File: config.mk
export PLATFORM = sky130hd
export DESIGN_NAME = gain_scheduled_pd_steering
export DESIGN_NICKNAME = d
export VERILOG_FILES = /design/src/rtl/core/gsp_pkg.sv /design/src/rtl/core/gain_scheduled_pd_steering.sv /design/src/rtl/core/gsp_serial_mac.sv
export VERILOG_INCLUDE_DIRS = /design/src /design/src/rtl/core
export SDC_FILE = /design/constraint.sdc
export NUM_CORES = 1
export LEC_CHECK = 0
export BUFFER_PORTS_ARGS = -buffer_cell sky130_fd_sc_hd__buf_2
export CAP_MARGIN = 0
export CORE_ASPECT_RATIO = 2
export CORE_MARGIN = 2
export CORE_UTILIZATION = 35
export DETAILED_ROUTE_END_ITERATION = 12
export SLEW_MARGIN = 10
export SYNTH_ARGS = -nofsm -noshare
export SYNTH_HDL_FRONTEND = slang
export SYNTH_SLANG_ARGS = --single-unit
File: constraint.sdc
create_clock -name i_clk -period 10.7 [get_ports i_clk]
set_input_delay 0.535 -clock i_clk [delete_from_list [all_inputs] [get_ports i_clk]]
set_output_delay 0.535 -clock i_clk [all_outputs]
set_load 0.03 [all_outputs]
File: src/rtl/core/gain_scheduled_pd_steering_defines.svh
// Assertion helpers shared by the steering core.
`ifndef GAIN_SCHEDULED_PD_STEERING_DEFINES_SVH
`define GAIN_SCHEDULED_PD_STEERING_DEFINES_SVH

// Same-cycle implication, disabled while reset is held.
`define GSP_ASSERT_SAME(label, clk, rst_n, ante, cons, msg) \
    label: assert property (@(posedge clk) disable iff (!rst_n) (ante) |-> (cons)) \
        else $error(msg);

// Next-cycle implication, disabled while reset is held.
`define GSP_ASSERT_NEXT(label, clk, rst_n, ante, cons, msg) \
    label: assert property (@(posedge clk) disable iff (!rst_n) (ante) |=> (cons)) \
        else $error(msg);

`endif

File: src/rtl/core/gsp_pkg.sv
package gsp_pkg;

    typedef struct packed {
        logic signed [9:0] track_error;
        logic              short_straight;
        logic [3:0]        corner_count;
        logic [5:0]        valid_lines;
        logic              stop_line;
        logic              roundabout;
        logic              crossroad;
        logic [5:0]        straight_run;
    } t_in_item;

    typedef struct packed {
        logic signed [15:0] steer_offset;
        logic [3:0]         road_class;
    } t_out_item;

    localparam int MacSteps = 12;
    localparam int MacMcW   = 18;
    localparam int MacHiW   = 20;
    localparam int MacCntW  = 4;

    localparam logic [3:0] CLS_SHORT_STRAIGHT   = 4'd0;
    localparam logic [3:0] CLS_LONG_STRAIGHT    = 4'd1;
    localparam logic [3:0] CLS_LOOP             = 4'd2;
    localparam logic [3:0] CLS_CROSSROAD        = 4'd3;
    localparam logic [3:0] CLS_SMALL_S          = 4'd4;
    localparam logic [3:0] CLS_MEDIUM_S         = 4'd5;
    localparam logic [3:0] CLS_LARGE_S          = 4'd6;
    localparam logic [3:0] CLS_SMALL_CURVE      = 4'd7;
    localparam logic [3:0] CLS_MEDIUM_CURVE     = 4'd8;
    localparam logic [3:0] CLS_LARGE_CURVE      = 4'd9;
    localparam logic [3:0] CLS_VERY_LARGE_CURVE = 4'd10;

    localparam logic [2:0] CFG_GAIN_LOW   = 3'd0;
    localparam logic [2:0] CFG_GAIN_MID   = 3'd1;
    localparam logic [2:0] CFG_GAIN_HIGH  = 3'd2;
    localparam logic [2:0] CFG_GAIN_OFS   = 3'd3;
    localparam logic [2:0] CFG_DERIV_GAIN = 3'd4;
    localparam logic [2:0] CFG_STEER_UP   = 3'd5;
    localparam logic [2:0] CFG_STEER_LO   = 3'd6;

    localparam logic [5:0] LINES_LONG_STRAIGHT = 6'd52;
    localparam logic [5:0] LINES_S_BEND        = 6'd48;
    localparam logic [5:0] RUN_SMALL_S         = 6'd40;
    localparam logic [5:0] RUN_MEDIUM_S        = 6'd25;
    localparam logic [5:0] LINES_SMALL_CURVE   = 6'd45;
    localparam logic [5:0] LINES_MEDIUM_CURVE  = 6'd37;
    localparam logic [5:0] LINES_LARGE_CURVE   = 6'd30;

    // floor(d2 / 22) == (d2 * 5958) >> 17 for every d2 below 4096
    localparam logic [12:0] QUAD_RECIP = 13'd5958;
    localparam int          QuadShift  = 17;

    function automatic logic signed [15:0] class_gain(
        input logic [63:0] tbl_low,
        input logic [63:0] tbl_mid,
        input logic [63:0] tbl_high,
        input logic [3:0]  cls
    );
        logic [63:0] t;
        logic [15:0] g;
        case (cls[3:2])
            2'b00:   t = tbl_low;
            2'b01:   t = tbl_mid;
            default: t = tbl_high;
        endcase
        case (cls[1:0])
            2'b00:   g = t[15:0];
            2'b01:   g = t[31:16];
            2'b10:   g = t[47:32];
            default: g = t[63:48];
        endcase
        return $signed(g);
    endfunction

endpackage

File: src/rtl/core/gain_scheduled_pd_steering.sv
// Gain-scheduled PD steering core.
// Input channel: i_in_valid / o_in_stall with a t_in_item payload; an item
// transfers on a rising edge with valid high and stall low.
// Output channel: o_out_valid / i_out_stall with a t_out_item payload, held
// in an output register until it transfers.
// Config channel: i_cfg_valid / o_cfg_ready, register index and 64-bit data;
// ready is always high. Write only while no item is in flight.
// Sequence: S_QUO builds the total gain and loads the multiplier, S_MUL runs
// the twelve steps of the bit-serial dual multiplier (one multiplier bit per
// cycle) and waits for its done flag, S_FIN scales and clamps, and S_HOLD
// moves the result to the output register.
// A new item is taken only after the previous result moves to the output
// register; it is taken while that result still waits there. A result that
// finds the register full waits in S_HOLD and keeps o_in_stall high.
// Reset clears the config registers, the held class, the previous error
// and the output valid.
`include "gain_scheduled_pd_steering_defines.svh"

module gain_scheduled_pd_steering import gsp_pkg::*; #(
    parameter int LINES = 60
) (
    input  logic       i_clk,
    input  logic       i_rst_n,
    input  logic       i_in_valid,
    output logic       o_in_stall,
    input  t_in_item   i_in_data,
    output logic       o_out_valid,
    input  logic       i_out_stall,
    output t_out_item  o_out_data,
    input  logic       i_cfg_valid,
    output logic       o_cfg_ready,
    input  logic [2:0] i_cfg_index,
    input  logic [63:0] i_cfg_data
);

    typedef enum logic [4:0] {
        S_IDLE = 5'b00001,
        S_QUO  = 5'b00010,
        S_MUL  = 5'b00100,
        S_FIN  = 5'b01000,
        S_HOLD = 5'b10000
    } t_state;

    localparam logic [5:0] LinesV = 6'(LINES);

    t_state              r_state;
    t_state              n_state;

    logic [63:0]         r_gain_low;
    logic [63:0]         r_gain_mid;
    logic [63:0]         r_gain_high;
    logic signed [15:0]  r_gain_ofs;
    logic signed [15:0]  r_deriv_gain;
    logic [14:0]         r_steer_up;
    logic signed [15:0]  r_steer_lo;

    logic signed [10:0]  r_prev;
    logic [3:0]          r_held;
    logic                r_out_valid;
    t_out_item           r_out;

    logic signed [16:0]  r_kp_part;
    logic [11:0]         r_d2;
    logic signed [10:0]  r_e;
    logic signed [11:0]  r_de;
    logic signed [15:0]  r_res;

    logic                w_accept;
    logic                w_load_out;
    logic                w_no_corner;
    logic                w_upd;
    logic                w_stop;
    logic [3:0]          w_cls;
    logic signed [15:0]  w_kp;
    logic [5:0]          w_lines_eff;
    logic signed [7:0]   w_d;
    logic signed [15:0]  w_d2;
    logic signed [10:0]  w_e;
    logic signed [11:0]  w_de;
    logic signed [16:0]  w_kp_part;
    logic [24:0]         w_qprod;
    logic [7:0]          w_q;
    logic signed [17:0]  w_kp_total;
    logic                w_mac_start;
    logic                w_mac_done;
    logic signed [31:0]  w_p;
    logic signed [31:0]  w_pr;
    logic signed [31:0]  w_pq;
    logic signed [31:0]  w_up;
    logic signed [31:0]  w_lo;
    logic signed [31:0]  w_c1;
    logic signed [31:0]  w_c2;

    assign o_in_stall  = (r_state != S_IDLE);
    assign o_cfg_ready = 1'b1;
    assign w_accept    = i_in_valid && !o_in_stall;
    assign w_load_out  = (r_state == S_HOLD) && (!r_out_valid || !i_out_stall);

    always_comb begin
        w_no_corner = (i_in_data.corner_count == 4'd0);
        w_upd       = 1'b1;
        w_stop      = 1'b0;
        w_cls       = r_held;
        if (i_in_data.short_straight && w_no_corner) begin
            w_cls = CLS_SHORT_STRAIGHT;
        end else if ((i_in_data.valid_lines > LINES_LONG_STRAIGHT) && w_no_corner) begin
            w_cls = CLS_LONG_STRAIGHT;
        end else if (i_in_data.stop_line) begin
            w_upd  = 1'b0;
            w_stop = 1'b1;
        end else if (i_in_data.roundabout) begin
            w_upd = 1'b0;
            w_cls = CLS_LOOP;
        end else if (i_in_data.crossroad) begin
            w_cls = CLS_CROSSROAD;
        end else if ((i_in_data.valid_lines >= LINES_S_BEND) && !w_no_corner) begin
            if (i_in_data.straight_run > RUN_SMALL_S) begin
                w_cls = CLS_SMALL_S;
            end else if (i_in_data.straight_run > RUN_MEDIUM_S) begin
                w_cls = CLS_MEDIUM_S;
            end else begin
                w_cls = CLS_LARGE_S;
            end
        end else begin
            if (i_in_data.valid_lines > LINES_SMALL_CURVE) begin
                w_cls = CLS_SMALL_CURVE;
            end else if (i_in_data.valid_lines > LINES_MEDIUM_CURVE) begin
                w_cls = CLS_MEDIUM_CURVE;
            end else if (i_in_data.valid_lines > LINES_LARGE_CURVE) begin
                w_cls = CLS_LARGE_CURVE;
            end else begin
                w_cls = CLS_VERY_LARGE_CURVE;
            end
        end
        w_kp = w_stop ? 16'sd0 : class_gain(r_gain_low, r_gain_mid, r_gain_high, w_cls);
    end

    assign w_lines_eff = w_stop ? LinesV : i_in_data.valid_lines;
    assign w_d         = $signed({2'b00, LinesV}) - $signed({2'b00, w_lines_eff});
    assign w_d2        = w_d * w_d;
    assign w_e         = 11'sd0 - $signed({i_in_data.track_error[9], i_in_data.track_error});
    assign w_de        = $signed({w_e[10], w_e}) - $signed({r_prev[10], r_prev});
    assign w_kp_part   = $signed({w_kp[15], w_kp}) + $signed({r_gain_ofs[15], r_gain_ofs});

    assign w_qprod     = 25'(r_d2) * 25'(QUAD_RECIP);
    assign w_q         = w_qprod[QuadShift+7:QuadShift];
    assign w_kp_total  = $signed({r_kp_part[16], r_kp_part}) + $signed({6'b0, w_q, 4'b0});
    assign w_mac_start = (r_state == S_QUO);

    gsp_serial_mac u_mac (
        .i_clk     (i_clk),
        .i_rst_n   (i_rst_n),
        .i_start   (w_mac_start),
        .i_a       (w_kp_total),
        .i_b       ({{(MacMcW - 16){r_deriv_gain[15]}}, r_deriv_gain}),
        .i_ma      ({r_e[10], r_e}),
        .i_mb      (r_de),
        .o_done    (w_mac_done),
        .o_product (w_p)
    );

    // divide by 16 toward zero, then upper clamp before lower clamp
    assign w_pr = w_p + (w_p[31] ? 32'sd15 : 32'sd0);
    assign w_pq = w_pr >>> 4;
    assign w_up = $signed({17'b0, r_steer_up});
    assign w_lo = {{16{r_steer_lo[15]}}, r_steer_lo};
    assign w_c1 = (w_pq > w_up) ? w_up : w_pq;
    assign w_c2 = (w_c1 < w_lo) ? w_lo : w_c1;

    always_comb begin
        n_state = r_state;
        case (r_state)
            S_IDLE: begin
                if (w_accept) begin
                    n_state = S_QUO;
                end
            end
            S_QUO: begin
                n_state = S_MUL;
            end
            S_MUL: begin
                if (w_mac_done) begin
                    n_state = S_FIN;
                end
            end
            S_FIN: begin
                n_state = S_HOLD;
            end
            S_HOLD: begin
                if (w_load_out) begin
                    n_state = S_IDLE;
                end
            end
            default: begin
                n_state = S_IDLE;
            end
        endcase
    end

    always_ff @(posedge i_clk) begin
        if (!i_rst_n) begin
            r_state      <= S_IDLE;
            r_gain_low   <= '0;
            r_gain_mid   <= '0;
            r_gain_high  <= '0;
            r_gain_ofs   <= '0;
            r_deriv_gain <= '0;
            r_steer_up   <= '0;
            r_steer_lo   <= '0;
            r_prev       <= '0;
            r_held       <= '0;
            r_out_valid  <= 1'b0;
        end else begin
            r_state <= n_state;
            if (i_cfg_valid && o_cfg_ready) begin
                case (i_cfg_index)
                    CFG_GAIN_LOW:   r_gain_low   <= i_cfg_data;
                    CFG_GAIN_MID:   r_gain_mid   <= i_cfg_data;
                    CFG_GAIN_HIGH:  r_gain_high  <= i_cfg_data;
                    CFG_GAIN_OFS:   r_gain_ofs   <= $signed(i_cfg_data[15:0]);
                    CFG_DERIV_GAIN: r_deriv_gain <= $signed(i_cfg_data[15:0]);
                    CFG_STEER_UP:   r_steer_up   <= i_cfg_data[14:0];
                    CFG_STEER_LO:   r_steer_lo   <= $signed(i_cfg_data[15:0]);
                    default: begin
                    end
                endcase
            end
            if (w_accept) begin
                r_prev <= w_e;
                if (w_upd) begin
                    r_held <= w_cls;
                end
            end
            if (w_load_out) begin
                r_out_valid <= 1'b1;
            end else if (!i_out_stall) begin
                r_out_valid <= 1'b0;
            end
        end
    end

    always_ff @(posedge i_clk) begin
        if (w_accept) begin
            r_kp_part <= w_kp_part;
            r_d2      <= w_d2[11:0];
            r_e       <= w_e;
            r_de      <= w_de;
        end
        if (r_state == S_FIN) begin
            r_res <= w_c2[15:0];
        end
        if (w_load_out) begin
            r_out.steer_offset <= r_res;
            r_out.road_class   <= r_held;
        end
    end

    assign o_out_valid = r_out_valid;
    assign o_out_data  = r_out;

    `GSP_ASSERT_NEXT(a_accept_to_gain, i_clk, i_rst_n, w_accept, r_state == S_QUO, "accepted item did not start gain build")
    `GSP_ASSERT_SAME(a_done_in_mul, i_clk, i_rst_n, w_mac_done, r_state == S_MUL, "multiplier finished outside multiply state")
    `GSP_ASSERT_SAME(a_out_from_hold, i_clk, i_rst_n, $rose(o_out_valid), $past(r_state) == S_HOLD, "output raised without a finished result")

endmodule

File: src/rtl/core/gsp_serial_mac.sv
`include "gain_scheduled_pd_steering_defines.svh"

module gsp_serial_mac import gsp_pkg::*; (
    input  logic                                 i_clk,
    input  logic                                 i_rst_n,
    input  logic                                 i_start,
    input  logic signed [MacMcW-1:0]             i_a,
    input  logic signed [MacMcW-1:0]             i_b,
    input  logic [MacSteps-1:0]                  i_ma,
    input  logic [MacSteps-1:0]                  i_mb,
    output logic                                 o_done,
    output logic signed [MacHiW+MacSteps-1:0]    o_product
);

    logic                       r_busy;
    logic                       r_done;
    logic [MacCntW-1:0]         r_cnt;
    logic signed [MacHiW-1:0]   r_hi;
    logic [MacSteps-1:0]        r_lo;
    logic signed [MacMcW-1:0]   r_a;
    logic signed [MacMcW-1:0]   r_b;
    logic [MacSteps-1:0]        r_ma;
    logic [MacSteps-1:0]        r_mb;

    logic                       w_last;
    logic signed [MacHiW-1:0]   w_ext_a;
    logic signed [MacHiW-1:0]   w_ext_b;
    logic signed [MacHiW-1:0]   w_pa;
    logic signed [MacHiW-1:0]   w_pb;
    logic signed [MacHiW-1:0]   w_t;

    assign w_last  = (r_cnt == MacCntW'(MacSteps - 1));
    assign w_ext_a = {{(MacHiW - MacMcW){r_a[MacMcW-1]}}, r_a};
    assign w_ext_b = {{(MacHiW - MacMcW){r_b[MacMcW-1]}}, r_b};

    // sign bit of the multiplier carries negative weight
    always_comb begin
        w_pa = '0;
        w_pb = '0;
        if (r_ma[0]) begin
            w_pa = w_last ? -w_ext_a : w_ext_a;
        end
        if (r_mb[0]) begin
            w_pb = w_last ? -w_ext_b : w_ext_b;
        end
    end

    assign w_t = r_hi + w_pa + w_pb;

    always_ff @(posedge i_clk) begin
        if (!i_rst_n) begin
            r_busy <= 1'b0;
            r_done <= 1'b0;
            r_cnt  <= '0;
        end else begin
            r_done <= r_busy && w_last;
            if (i_start) begin
                r_busy <= 1'b1;
                r_cnt  <= '0;
            end else if (r_busy) begin
                r_cnt <= r_cnt + MacCntW'(1);
                if (w_last) begin
                    r_busy <= 1'b0;
                end
            end
        end
    end

    always_ff @(posedge i_clk) begin
        if (i_start) begin
            r_hi <= '0;
            r_lo <= '0;
            r_a  <= i_a;
            r_b  <= i_b;
            r_ma <= i_ma;
            r_mb <= i_mb;
        end else if (r_busy) begin
            r_hi <= w_t >>> 1;
            r_lo <= {w_t[0], r_lo[MacSteps-1:1]};
            r_ma <= r_ma >> 1;
            r_mb <= r_mb >> 1;
        end
    end

    assign o_done    = r_done;
    assign o_product = {r_hi, r_lo};

    `GSP_ASSERT_SAME(a_start_when_idle, i_clk, i_rst_n, i_start, !r_busy, "mac started while busy")
    `GSP_ASSERT_SAME(a_done_after_last, i_clk, i_rst_n, r_done, $past(r_busy) && $past(w_last), "mac done without final step")

endmodule
Yosys cells after proc, flatten, opt, wreduce, memory -nomap -nowiden
Index checks and enable logic that the tools add are counted.
{"block": "totals", "regBits": 459, "inputBits": 102, "output_inout_bits": 23, "wordCells": 138}
{"block": "op_classes", "addsub": 11, "n_mul": 2, "order_cmp": 9, "n_eq_ne": 20, "n_mux": 42, "bitwise": 1, "n_reduce_logical": 26}
{"cell": "64-bit one-hot mux with 2 select lines", "count": 1}
{"cell": "20-bit two-way mux", "count": 4}
{"cell": "12-bit two-way mux", "count": 4}
{"cell": "16-bit one-hot mux with 3 select lines", "count": 1}
{"cell": "31-bit by 5-bit adder with 32-bit output", "count": 1}
{"cell": "32-bit by 16-bit < comparator with 1-bit output", "count": 1}
{"cell": "16-bit two-way mux", "count": 2}
{"cell": "32-bit two-way mux", "count": 1}
{"cell": "4-bit two-way mux", "count": 8}
{"cell": "28-bit by 16-bit greater-than comparator with 1-bit output", "count": 1}
{"cell": "5-bit one-hot mux with 5 select lines", "count": 1}
{"cell": "6-bit greater-than comparator, second input constant", "count": 4}
{"cell": "12-bit by 12-bit multiplier with 24-bit output, second input constant", "count": 1}
{"cell": "19-bit by 20-bit adder with 20-bit output", "count": 1}
{"cell": "20-bit adder", "count": 1}
{"cell": "16-bit negation with 20-bit output", "count": 1}
{"cell": "18-bit negation with 20-bit output", "count": 1}
{"cell": "17-bit by 13-bit adder with 18-bit output", "count": 1}
{"cell": "16-bit by 16-bit adder with 17-bit output", "count": 1}
{"cell": "2-bit AND reduction", "count": 8}
{"cell": "5-bit two-way mux", "count": 3}
{"cell": "6-bit by 5-bit greater-than comparator with 1-bit output, second input constant", "count": 2}
{"cell": "7-bit by 7-bit multiplier with 12-bit output", "count": 1}
{"cell": "1-bit two-way mux", "count": 12}
{"cell": "other kinds (31)", "count": 49}

Depth between registers and ports, before layout
Gate-level depths: netlist of run 1.
{"block": "depth", "word_depth": 15, "depth_mapped": 30, "ltp_nobuf": 27}

By module
Synthesis of run 1 repeated with hierarchy kept, for this count alone.
{"block": "hier_totals", "hier_cells": 3051, "area_unflattened_um2": 27782.9}
{"mod": "gain_scheduled_pd_steering", "n_inst": 1, "cells_each": 2562, "area_per_inst_um2": 22236.3, "seq_area_each_um2": 8137.8}
{"mod": "gsp_serial_mac", "n_inst": 1, "cells_each": 489, "area_per_inst_um2": 5546.6, "seq_area_each_um2": 2542.4}

Worst setup path after synthesis of run 1
Ideal clock, no wire load.
{"block": "synth_path", "path_kind": "register -> register", "start": "reg r_d2[4]", "end": "reg u_mac.r_a[15], data pin", "setup_time_ps": 260, "t_arrival_ps": 5951, "required_ps": 10440, "slack_ps": 4489, "path_stages_with_launch": 27, "path_buffers": 0, "synth_period_minus_slack_ps": 6211, "cell_sequence": "edfxtp_1 -> ha_1 -> fa_1 -> inv_1 -> fa_1 -> inv_1 -> fa_1 -> fa_1 -> ha_1 -> o21a_1 -> o21ai_0 -> o21ai_0 -> a211oi_1 -> nor2b_1 -> nor2_1 -> xnor2_1 -> ha_1 -> a21o_1 -> a21oi_1 -> o21bai_1 -> a21oi_1 -> o21bai_1 -> a21oi_1 -> nor2b_1 -> o21ai_0 -> nor2_1 -> xor2_1"}
{"block": "synth_between", "elab_chain_cells": 2}
{"item": "from (decl)", "line_no": "gain_scheduled_pd_steering.sv:63", "rtl": "logic [11:0] r_d2;"}
{"item": "from (signal assigned)", "line_no": "gain_scheduled_pd_steering.sv:245", "rtl": "r_d2 <= w_d2[11:0];"}
{"item": "12-bit by 12-bit multiplier with 24-bit output", "line_no": "gain_scheduled_pd_steering.sv:145", "rtl": "assign w_qprod = 25'(r_d2) * 25'(QUAD_RECIP);"}
{"item": "17-bit by 13-bit adder with 18-bit output", "line_no": "gain_scheduled_pd_steering.sv:147", "rtl": "assign w_kp_total = $signed({r_kp_part[16], r_kp_part}) + $signed({6'b0, w_q, 4'b0});"}
{"item": "net u_mac.i_a[15]", "line_no": "gsp_serial_mac.sv:7", "rtl": "input logic signed [MacMcW-1:0] i_a,"}
{"item": "to (signal assigned)", "line_no": "gsp_serial_mac.sv:73", "rtl": "r_a <= i_a;"}
{"item": "to (decl)", "line_no": "gsp_serial_mac.sv:20", "rtl": "logic signed [MacMcW-1:0] r_a;"}
The timed path passes the listed nets, and every way through them passes these cells.
A chain may end at the register's enable or synchronous reset.

Worst setup path after layout of run 1
{"block": "layout_path", "start": "reg u_mac.r_hi[18] (netlist name)", "end": "reg r_res[0], data pin"}
{"block": "layout_between", "elab_chain_cells": 6}
{"item": "4-bit two-way mux", "line_no": "gain_scheduled_pd_steering.sv:163", "rtl": "assign w_pr = w_p + (w_p[31] ? 32'sd15 : 32'sd0);"}
{"item": "31-bit by 5-bit adder with 32-bit output *", "line_no": "gain_scheduled_pd_steering.sv:163"}
{"item": "28-bit by 16-bit greater-than comparator with 1-bit output", "line_no": "gain_scheduled_pd_steering.sv:167", "rtl": "assign w_c1 = (w_pq > w_up) ? w_up : w_pq;"}
{"item": "32-bit two-way mux *", "line_no": "gain_scheduled_pd_steering.sv:167"}
{"item": "32-bit by 16-bit < comparator with 1-bit output", "line_no": "gain_scheduled_pd_steering.sv:168", "rtl": "assign w_c2 = (w_c1 < w_lo) ? w_lo : w_c1;"}
{"item": "16-bit two-way mux *", "line_no": "gain_scheduled_pd_steering.sv:168"}
{"item": "net w_c2[0]", "line_no": "gain_scheduled_pd_steering.sv:92", "rtl": "logic signed [31:0] w_c2;"}
{"item": "to (signal assigned)", "line_no": "gain_scheduled_pd_steering.sv:250", "rtl": "r_res <= w_c2[15:0];"}
{"item": "to (decl)", "line_no": "gain_scheduled_pd_steering.sv:66", "rtl": "logic signed [15:0] r_res;"}
The timed path passes the listed nets; every way through them passes the cells marked *.

==> results of run 1 <==
[worst max-delay path, stage by stage (launching register included)]
cell	delay, ns
dfxtp_1	0.56
ha_1	0.31
o21a_1	0.16
o2bb2ai_1	0.51
nor2_1	0.23
nand3_1	0.22
nor3_1	0.11
xnor2_1	0.16
ha_1	0.34
nand4_1	0.18
a211oi_1	0.26
a2111oi_0	0.10
a211oi_1	0.40
nor4_4	0.07
a21oi_2	0.53
buf_4	0.31
nor2_1	0.06
a21oi_1	0.19
ha_1	0.29
a21o_1	0.16
a21o_1	0.17
a21oi_1	0.16
o21ai_0	0.13
a211oi_1	0.37
o221a_1	0.91
mux2_1	0.39
[cell usage in the layout (no fill, tap or decap), types with 50 or more instances in the layout]
master    instances
inv_1           251
a211oi_1         70
xnor2_1          88
ha_1            197
edfxtp_1        145
fa_1             88
nor2_1          196
buf_2           122
a21oi_1         121
o21ai_0          50
nand2_1         705
a21boi_0        274
mux2i_1         106
dfxtp_1         312
[logic make-up (layout without fill, tap and decap cells)]
family / count (synthesis) / in the layout / synth area share [%]
xor+xnor: 133 / 133 / 4.21
flops: 458 / 458 / 38.4
buf+inv: 395 / 469 / 5.46
simple gates: 1106 / 1106 / 16.9
compound gates: 608 / 608 / 15.1
other cells: 2 / 9 / 0.0271
fa+ha+maj: 285 / 285 / 15.3
mux: 124 / 124 / 4.70
[per-layer routing]
| layer | vias to the layer above | wire length, µm |
|---|---|---|
| met4 | 0 | 5100 |
| li1 | 10500 | - |
| met2 | 339 | 40700 |
| met5 | - | 0 |
| met1 | 9986 | 25400 |
| met3 | 170 | 1960 |
[power breakdown]
group	leakage (nW)	switching [mW]	internal (mW)
logic	7.74	3.70	2.99
registers	3.89	0.174	2.32
clock network	0.650	0.707	0.802
[worst max-delay path by stage]
| stage | startpoint | endpoint | slack [ns] | cells after the start |
|---|---|---|---|---|
| CTS | u_mac.r_hi[18] | r_res[0] | 3.11 | 25 |
| detailed placement | u_mac.r_hi[18] | r_res[0] | 3.11 | 25 |
| global placement | u_mac.r_hi[18] | r_res[3] | 3.17 | 25 |
| floorplan | r_d2[4] | u_mac.r_a[15] | 4.49 | 26 |
| finish | u_mac.r_hi[18] | r_res[0] | 3.15 | 25 |
| global route | u_mac.r_hi[18] | r_res[1] | 2.49 | 25 |
[flip-flops by register name (all words and copies together), names as in the netlist, 17 cells and up]
signal and cells:
u_mac.r_hi 19, o_out_data 20, r_gain_mid 64, r_kp_part 17, r_gain_low 64, r_gain_high 64, u_mac.r_a 18
[final cells by class]
class,count,share of cell area (%)
Inverter,254,3.11
Timing Repair Buffer,144,2.63
Antenna cell,1,0.00817
Tap cell,1029,4.20
Clock inverter,21,0.723
Multi-Input combinational cell,2264,51.0
Sequential cell,458,34.7
Clock buffer,50,3.63
[through the flow]
step,cells,power (mW)
2_1_floorplan,3117,7.72
3_3_place_gp,4149,9.19
3_5_place_dp,4149,9.29
4_1_cts,4220,10.8
5_1_grt,4220,11.8
6_report,4221,10.7
==> flow_metrics.env, run 1 <==
export IMPL_r2r_end="r_res[0]"
export IMPL_powerDensity_nw_per_um2=349
export IMPL_cts_setup_buffers=0
export IMPL_vias=21000
export IMPL_setup_viol=0
export IMPL_grt_pass1_vias=21300
export IMPL_critPathArrivalTime_ns=7.88
export IMPL_drtIter0Drc=897
export IMPL_antenna_found_initial=4
export IMPL_setup_slack_ns=3.15
export IMPL_grt_util_met3_pct=1.75
export IMPL_grt_overflow=0
export IMPL_clk_pin_slew_ns=0.07
export IMPL_postSynthAreaPerCell_um2=8.89
export IMPL_fin_area_um2=30600
export IMPL_finalCriticalPeriod_ns=7.55
export IMPL_viasPerCell=4.97
export IMPL_grt_setup_unrepaired="no"
export IMPL_grtUsageMet1_pct=16.9
export IMPL_synth_warnings=0
export IMPL_die_w_um=203
export IMPL_ir_drop_uv=641
export IMPL_drcViolationCount=0
export IMPL_multi_input_area_um2=15600
export IMPL_timing_final_crit_share_pct=70.6
export IMPL_start_util_pct=35.4
export IMPL_async_reset_ff_share_pct=0
export IMPL_ant_nets=0
export IMPL_place_area_um2=29300
export IMPL_hold_depth=3
export IMPL_yosysUniqueCellTypes=76
export IMPL_drv_cap=0
export IMPL_start_kind="register"
export IMPL_seq_area_um2=10600
export IMPL_row_count=145
export IMPL_use_met2_pct=35.8
export IMPL_relSlewSlack_pct=22.2
export IMPL_cts_sinks=458
export IMPL_reg2reg_setup_slack_ns=3.15
export IMPL_grt_busiest_layer="met2"
export IMPL_finClkSkew_ns=0.0250
export IMPL_grt_use_total_pct=17.9
export IMPL_wl_per_cell_um=17.3
export IMPL_synth_seq_area_share_pct=38.4
export IMPL_path_class="reg -> reg"
export IMPL_cts_root_buf="clkbuf_16"
export IMPL_dieArea_um2=81400
export IMPL_path_max_fanout=17
export IMPL_dieHeight_um=402
export IMPL_synth_top_area_share_pct=22.6
export IMPL_num_fill_cells=7845
export IMPL_grt_pass1_wl_mm=115
export IMPL_required_ns=11.03
export IMPL_slew_violations=0
export IMPL_cts_resized=0
export IMPL_cellLeakagePower_nw=12.3
export IMPL_tritoncts_num_buffers=42
export IMPL_drive_above_1_share_pct=8.09
export IMPL_yosys_top_cells_count="709 x nand2_1, 313 x dfxtp_1, 274 x a21boi_0, 253 x inv_1, 198 x nor2_1"
export IMPL_r2r_start="u_mac.r_hi[18]"
export IMPL_preCtsSetupSlack_ns=3.11
export IMPL_yosysTopAreaCell="dfxtp_1"
export IMPL_routed_wirelength_mm=73.2
export IMPL_synthTopCellsByArea="dfxtp_1 23%, edfxtp_1 16%, nand2_1 9.6%"
export IMPL_dr_pass1_iters=5
export IMPL_port_buffers=123
export IMPL_ctsHtreeMaxLevel=2
export IMPL_hold_viol_final=0
export IMPL_synth_most_common_cell="nand2_1"
export IMPL_finalSetupTns_ns=0
export IMPL_gp_congestion=0.903
export IMPL_tightest_slew_ns=1.16
export IMPL_worstRegToRegCells=25
export IMPL_fin_util_pct=39.2
export IMPL_synth_seq_cells=458
export IMPL_min_to="r_gain_high[63]"
export IMPL_clkLatencyLatePin_ns=0.59
export IMPL_ctsHoldBuffers=0
export IMPL_ys_flop_type="dfxtp_1"
export IMPL_setup_worst_path_end_class="register"
export IMPL_syn_instance_count=3111
export IMPL_hp_class="in -> reg"
export IMPL_syn_area_um2=27700
export IMPL_status="finished clean"
export IMPL_io_pins=125
export IMPL_final_nets=3551
export IMPL_cts_tree="built"
export IMPL_hpwl_mm=54.9
export IMPL_area_growth_pct=10.8
export IMPL_cts_buffer_depth=3
export IMPL_hold_ws_ns=0.216
export IMPL_grt_start_max_net_pins=164
export IMPL_max_freq_mhz=132
export IMPL_fp_coreArea_um2=78200
export IMPL_synth_edff_count=145
export IMPL_hp_start="i_cfg_data[63]"
No activity file was read; power rests on OpenSTA's default activity.
==> run 2: changes to the inputs <==
==> constraint.sdc (replaced) <==
create_clock -name i_clk -period 7.66 [get_ports i_clk]
set_input_delay 0.383 -clock i_clk [delete_from_list [all_inputs] [get_ports i_clk]]
set_output_delay 0.383 -clock i_clk [all_outputs]
set_load 0.03 [all_outputs]
==> flow_metrics.env, run 2 (synthesis gave the netlist of run 1 again) <==
export IMPL_final_nets=3562
export IMPL_startpoint="u_mac.r_hi[18]"
export IMPL_reg2reg_setup_slack_ns=0.83
export IMPL_setup_viol=0
export IMPL_fin_util_pct=39.4
export IMPL_area_growth_pct=11.4
export IMPL_wl_per_cell_um=17.4
export IMPL_grt_pass1_wl_mm=115
export IMPL_worstRegToRegCells=30
export IMPL_grt_start_max_net_pins=134
export IMPL_placed_cells=4160
export IMPL_dr_pass1_iters=5
export IMPL_required_ns=8.00
export IMPL_clk_pin_slew_ns=0.07
export IMPL_dieHeight_um=402
export IMPL_cp_slowest_cell="dfxtp_1"
export IMPL_drtIter0Drc=915
export IMPL_vias=21000
export IMPL_setup_worst_path_end_class="register"
export IMPL_final_common_cell="nand2_1"
export IMPL_gp_congestion=0.896
export IMPL_ctsHoldBuffers=0
export IMPL_num_fill_cells=7831
export IMPL_viasPerCell=4.96
export IMPL_status="finished clean"
export IMPL_cp_slowest_stage_delay_ns=0.56
export IMPL_finClkSkew_ns=0.0506
export IMPL_die_w_um=203
export IMPL_dieArea_um2=81400
export IMPL_port_buffers=123
export IMPL_endpoint="r_res[1]"
export IMPL_cts_resized=0
export IMPL_ant_nets=0
export IMPL_cts_root_buf="clkbuf_16"
export IMPL_critPathArrivalTime_ns=7.17
export IMPL_drive_above_1_share_pct=8.60
export IMPL_cts_sinks=458
export IMPL_hold_viol_final=0
export IMPL_layoutNonFillerInstCount=4238
export IMPL_cts_buffer_depth=3
export IMPL_ctsHtreeMaxLevel=2
export IMPL_relSlewSlack_pct=22.9
export IMPL_powerDensity_nw_per_um2=486
export IMPL_final_cell_mix="705 x nand2_1, 312 x dfxtp_1, 274 x a21boi_0"
export IMPL_r2r_end="r_res[1]"
export IMPL_hpwl_mm=55.3
export IMPL_grt_use_total_pct=17.9
export IMPL_start_kind="register"
export IMPL_drcViolationCount=0
export IMPL_grt_pass1_vias=21100
export IMPL_path_max_fanout=19
export IMPL_drv_cap=0
export IMPL_io_pins=125
export IMPL_r2r_start="u_mac.r_hi[18]"
export IMPL_timing_final_crit_share_pct=89.1
export IMPL_finalCriticalPeriod_ns=6.83
export IMPL_top_regs="r_gain_high (64), r_gain_low (64), r_gain_mid (64)"
export IMPL_max_freq_mhz=146
export IMPL_antenna_found_initial=7
export IMPL_grt_overflow=0
export IMPL_clkLatencyLatePin_ns=0.60
export IMPL_cts_setup_buffers=0
export IMPL_tightest_slew_ns=1.15
export IMPL_slew_violations=0
export IMPL_grt_setup_unrepaired="no"
export IMPL_row_count=145
export IMPL_ir_drop_uv=1370
export IMPL_cellLeakagePower_nw=12.4
export IMPL_cts_tree="built"
export IMPL_hp_class="in -> reg"
export IMPL_tritoncts_num_buffers=42
export IMPL_path_class="reg -> reg"
export IMPL_start_util_pct=35.4
export IMPL_fp_coreArea_um2=78200
export IMPL_finalSetupTns_ns=0
export IMPL_routed_wirelength_mm=73.6
==> run 2: cell types whose count changed in the layout (fill, tap and decap cells not counted), sizes merged <==
cell | previous run | this run
clkinvlp | 3 | 2
buf | 144 | 155
clkbuf | 50 | 58
clkinv | 11 | 10
==> run 2: layout make-up <==
cell class | instances | area (µm²) | area share (%)
antenna | 1 | 2.50 | 0.00812
clock buffer | 58 | 1230 | 4.00
clock inverter | 19 | 196 | 0.638
inverter | 254 | 953 | 3.09
multi-input combinational | 2264 | 15600 | 50.8
sequential | 458 | 10600 | 34.5
tap | 1029 | 1290 | 4.18
timing repair buffer | 155 | 875 | 2.84
==> run 2: layer usage <==
layer / track usage [%] / up-vias / share of wire (%)
met2: 36.0 / 333 / 56
met1: 17.1 / 9992 / 35
met3: 2.03 / 164 / 2.8
li1: - / 10500 / -
met4: 10.1 / 6 / 6.0
met5: 0 / - / 0.049
==> run 2: stage by stage <==
stage                     power, mW  worst slack, ns  hold WS [ns]  instance area, µm²
final                          15.0            0.831        0.0543               30800
after floorplan                10.8             1.45         0.400               27700
after detailed placement       13.0            0.891         0.407               29400
after CTS                      15.2            0.836        0.0288               30800
after global placement         12.8             1.00         0.401               29400
after global routing           16.4            0.128        0.0528               30800
==> run 2: how the worst min path moves through the flow <==
| stage | startpoint | to | slack, ns | depth (start not counted) |
|---|---|---|---|---|
| 2_1_floorplan | r_res[6] | o_out_data[10] | 0.40 | 0 |
| 3_3_place_gp | r_kp_part[1] | u_mac.r_a[1] | 0.40 | 0 |
| 3_5_place_dp | r_res[2] | o_out_data[6] | 0.41 | 0 |
| 4_1_cts | i_cfg_data[63] | r_gain_low[63] | 0.03 | 3 |
| 5_1_grt | i_cfg_data[51] | r_gain_low[51] | 0.05 | 3 |
| 6_report | i_cfg_data[63] | r_gain_low[63] | 0.05 | 3 |
==> run 2: power by group <==
group / switching (mW) / internal, mW / total [mW]
clock network: 0.993 / 1.21 / 2.20
logic: 5.09 / 4.20 / 9.29
registers: 0.244 / 3.24 / 3.48
total: 6.33 / 8.65 / 15.0
==> run 2: critical path, delay by kind of cell, from the launching register on <==
family / cells / cell delay [ns]
AO/OA/AOI/OAI: 15 / 2.74
XOR/XNOR: 1 / 0.19
adder cells (fa/ha/maj): 3 / 0.71
buffers and inverters: 3 / 0.64
flip-flops: 1 / 0.56
multiplexers: 1 / 0.35
AND/OR/NAND/NOR: 7 / 1.38
==> run 3: changes to the inputs <==
--- a/config.mk
+++ b/config.mk
@@ -10,8 +10,9 @@
 export CAP_MARGIN = 0
 export CORE_ASPECT_RATIO = 2
 export CORE_MARGIN = 2
-export CORE_UTILIZATION = 35
+export CORE_UTILIZATION = 63
 export DETAILED_ROUTE_END_ITERATION = 12
+export PLACE_DENSITY = 0.81
 export SLEW_MARGIN = 10
 export SYNTH_ARGS = -nofsm -noshare
 export SYNTH_HDL_FRONTEND = slang
==> flow_metrics.env, run 3 (synthesis gave the netlist of run 1 again) <==
export IMPL_grt_pass1_wl_mm=114
export IMPL_clkLatencyLatePin_ns=0.58
export IMPL_ant_nets=0
export IMPL_row_count=108
export IMPL_area_growth_pct=9.09
export IMPL_path_class="reg -> reg"
export IMPL_drtIter0Drc=1138
export IMPL_start_kind="register"
export IMPL_clock_power_share_pct=14.0
export IMPL_powerDensity_nw_per_um2=505
export IMPL_gp_congestion=0.917
export IMPL_fin_area_um2=30200
export IMPL_ir_drop_uv=1410
export IMPL_drv_cap=0
export IMPL_p_seq_share_pct=23.0
export IMPL_ctsHtreeMaxLevel=2
export IMPL_cts_buffer_depth=3
export IMPL_final_cell_mix="705 x nand2_1, 312 x dfxtp_1, 274 x a21boi_0"
export IMPL_grt_setup_unrepaired="no"
export IMPL_swShare_pct=43.3
export IMPL_top_regs="r_gain_high (64), r_gain_low (64), r_gain_mid (64)"
export IMPL_setup_worst_path_end_class="register"
export IMPL_clk_pin_slew_ns=0.07
export IMPL_finalCriticalPeriod_ns=6.97
export IMPL_cellLeakagePower_nw=12.4
export IMPL_status="finished clean"
export IMPL_place_area_um2=28800
export IMPL_fp_coreArea_um2=43400
export IMPL_num_fill_cells=3349
export IMPL_num_antenna_cells=0
export IMPL_start_util_pct=63.8
export IMPL_tritoncts_num_buffers=40
export IMPL_dieArea_um2=45700
export IMPL_hold_viol_final=0
export IMPL_power_share_combinational_pct=63.0
export IMPL_die_w_um=152
export IMPL_antenna_found_initial=3
export IMPL_tightest_slew_ns=1.10
export IMPL_dr_pass1_iters=5
export IMPL_p_sw_mw=6.59
export IMPL_viasPerCell=5.82
export IMPL_port_buffers=123
export IMPL_wl_per_cell_um=19.0
export IMPL_setup_viol=0
export IMPL_finClkSkew_ns=0.0420
export IMPL_max_freq_mhz=144
export IMPL_hp_class="in -> reg"
export IMPL_required_ns=7.97
export IMPL_io_pins=125
export IMPL_grt_overflow=0
export IMPL_vias=21900
export IMPL_dieHeight_um=300
export IMPL_drive_above_1_share_pct=8.49
export IMPL_grt_use_total_pct=30.9
export IMPL_final_common_cell="nand2_1"
export IMPL_hpwl_mm=52.7
export IMPL_final_nets=3558
export IMPL_relSlewSlack_pct=26.3
export IMPL_routed_wirelength_mm=71.2
export IMPL_p_int_mw=8.64
export IMPL_finalSetupTns_ns=0
export IMPL_grt_start_max_net_pins=118
export IMPL_cts_root_buf="clkbuf_16"
export IMPL_cts_tree="built"
export IMPL_drcViolationCount=0
export IMPL_reg2reg_setup_slack_ns=0.69
export IMPL_timing_final_crit_share_pct=90.9
export IMPL_critPathArrivalTime_ns=7.28
export IMPL_cp_slowest_cell="dfxtp_1"
export IMPL_cts_sinks=458
export IMPL_slew_violations=0
export IMPL_grt_pass1_vias=22800
export IMPL_path_max_fanout=16
export IMPL_ctsHoldBuffers=0
export IMPL_cp_slowest_stage_delay_ns=0.56
run 3: changes by cell type in the layout (fill, tap and decap cells not counted), sizes merged:
cell and change:
buf -2, clkinvlp -2, inv -2, bufinv -1
clkbuf +1, diode -1
run 3: power groups by stage:
| stage | Sequential, mW | Combinational, mW | Clock, mW |
|---|---|---|---|
| after floorplan | 3.46 | 7.32 | 0 |
| after global placement | 3.54 | 8.91 | 0 |
| after detailed placement | 3.55 | 9.52 | 0 |
| after CTS | 3.49 | 9.62 | 2.17 |
| after global routing | 3.53 | 10.8 | 2.25 |
| final | 3.50 | 9.59 | 2.14 |
run 3: worst paths after layout:
path / to / start / cells after the start
setup / recovery: r_res[0] / u_mac.r_hi[18] / 28
hold / removal: r_gain_high[25] / i_cfg_data[25] / 3
setup reg to reg: r_res[0] / u_mac.r_hi[18] / 28
hold reg to reg: u_mac.r_b[11] / r_deriv_gain[11] / 0
run 3: what timing repair did:
action | CTS | global route
setup endpoints to repair | 0 | 16
buffers inserted | 0 | 0
gates resized for setup | 0 | 1
run 3: final cells by class:
class	instances	area [µm²]	share of cell area, %
clock buffer	59	1260	4.17
clock inverter	14	151	0.502
inverter	254	953	3.16
multi-input combinational	2264	15600	51.8
sequential	458	10600	35.2
tap	550	688	2.28
timing repair buffer	153	872	2.89
run 3: critical path: cells and delay by family, from the launching register on:
family,cells,cell delay (ns)
multiplexers,1,0.35
flip-flops,1,0.56
AND/OR/NAND/NOR,8,1.60
adder cells (fa/ha/maj),3,0.82
XOR/XNOR,1,0.20
AO/OA/AOI/OAI,13,2.69
buffers and inverters,2,0.49
run 3: through the flow:
stage | power (mW) | std cells | utilization, % | setup slack (ns) | hold slack [ns]
3_3_place_gp | 12.4 | 3679 | 66.3 | 0.777 | 0.406
5_1_grt | 16.6 | 3752 | 69.6 | 0.0492 | 0.0839
2_1_floorplan | 10.8 | 3117 | - | 1.45 | 0.400
3_5_place_dp | 13.1 | 3679 | 66.3 | 0.637 | 0.406
6_report | 15.2 | 3752 | 69.6 | 0.693 | 0.0765
4_1_cts | 15.3 | 3752 | 69.6 | 0.603 | 0.0590
run 3: layer usage:
layer	global-route usage, %	part of all wire, %
met1	30.5	34
met3	3.96	4.2
met4	22.0	7.9
met2	58.9	53
met5	0	0.029
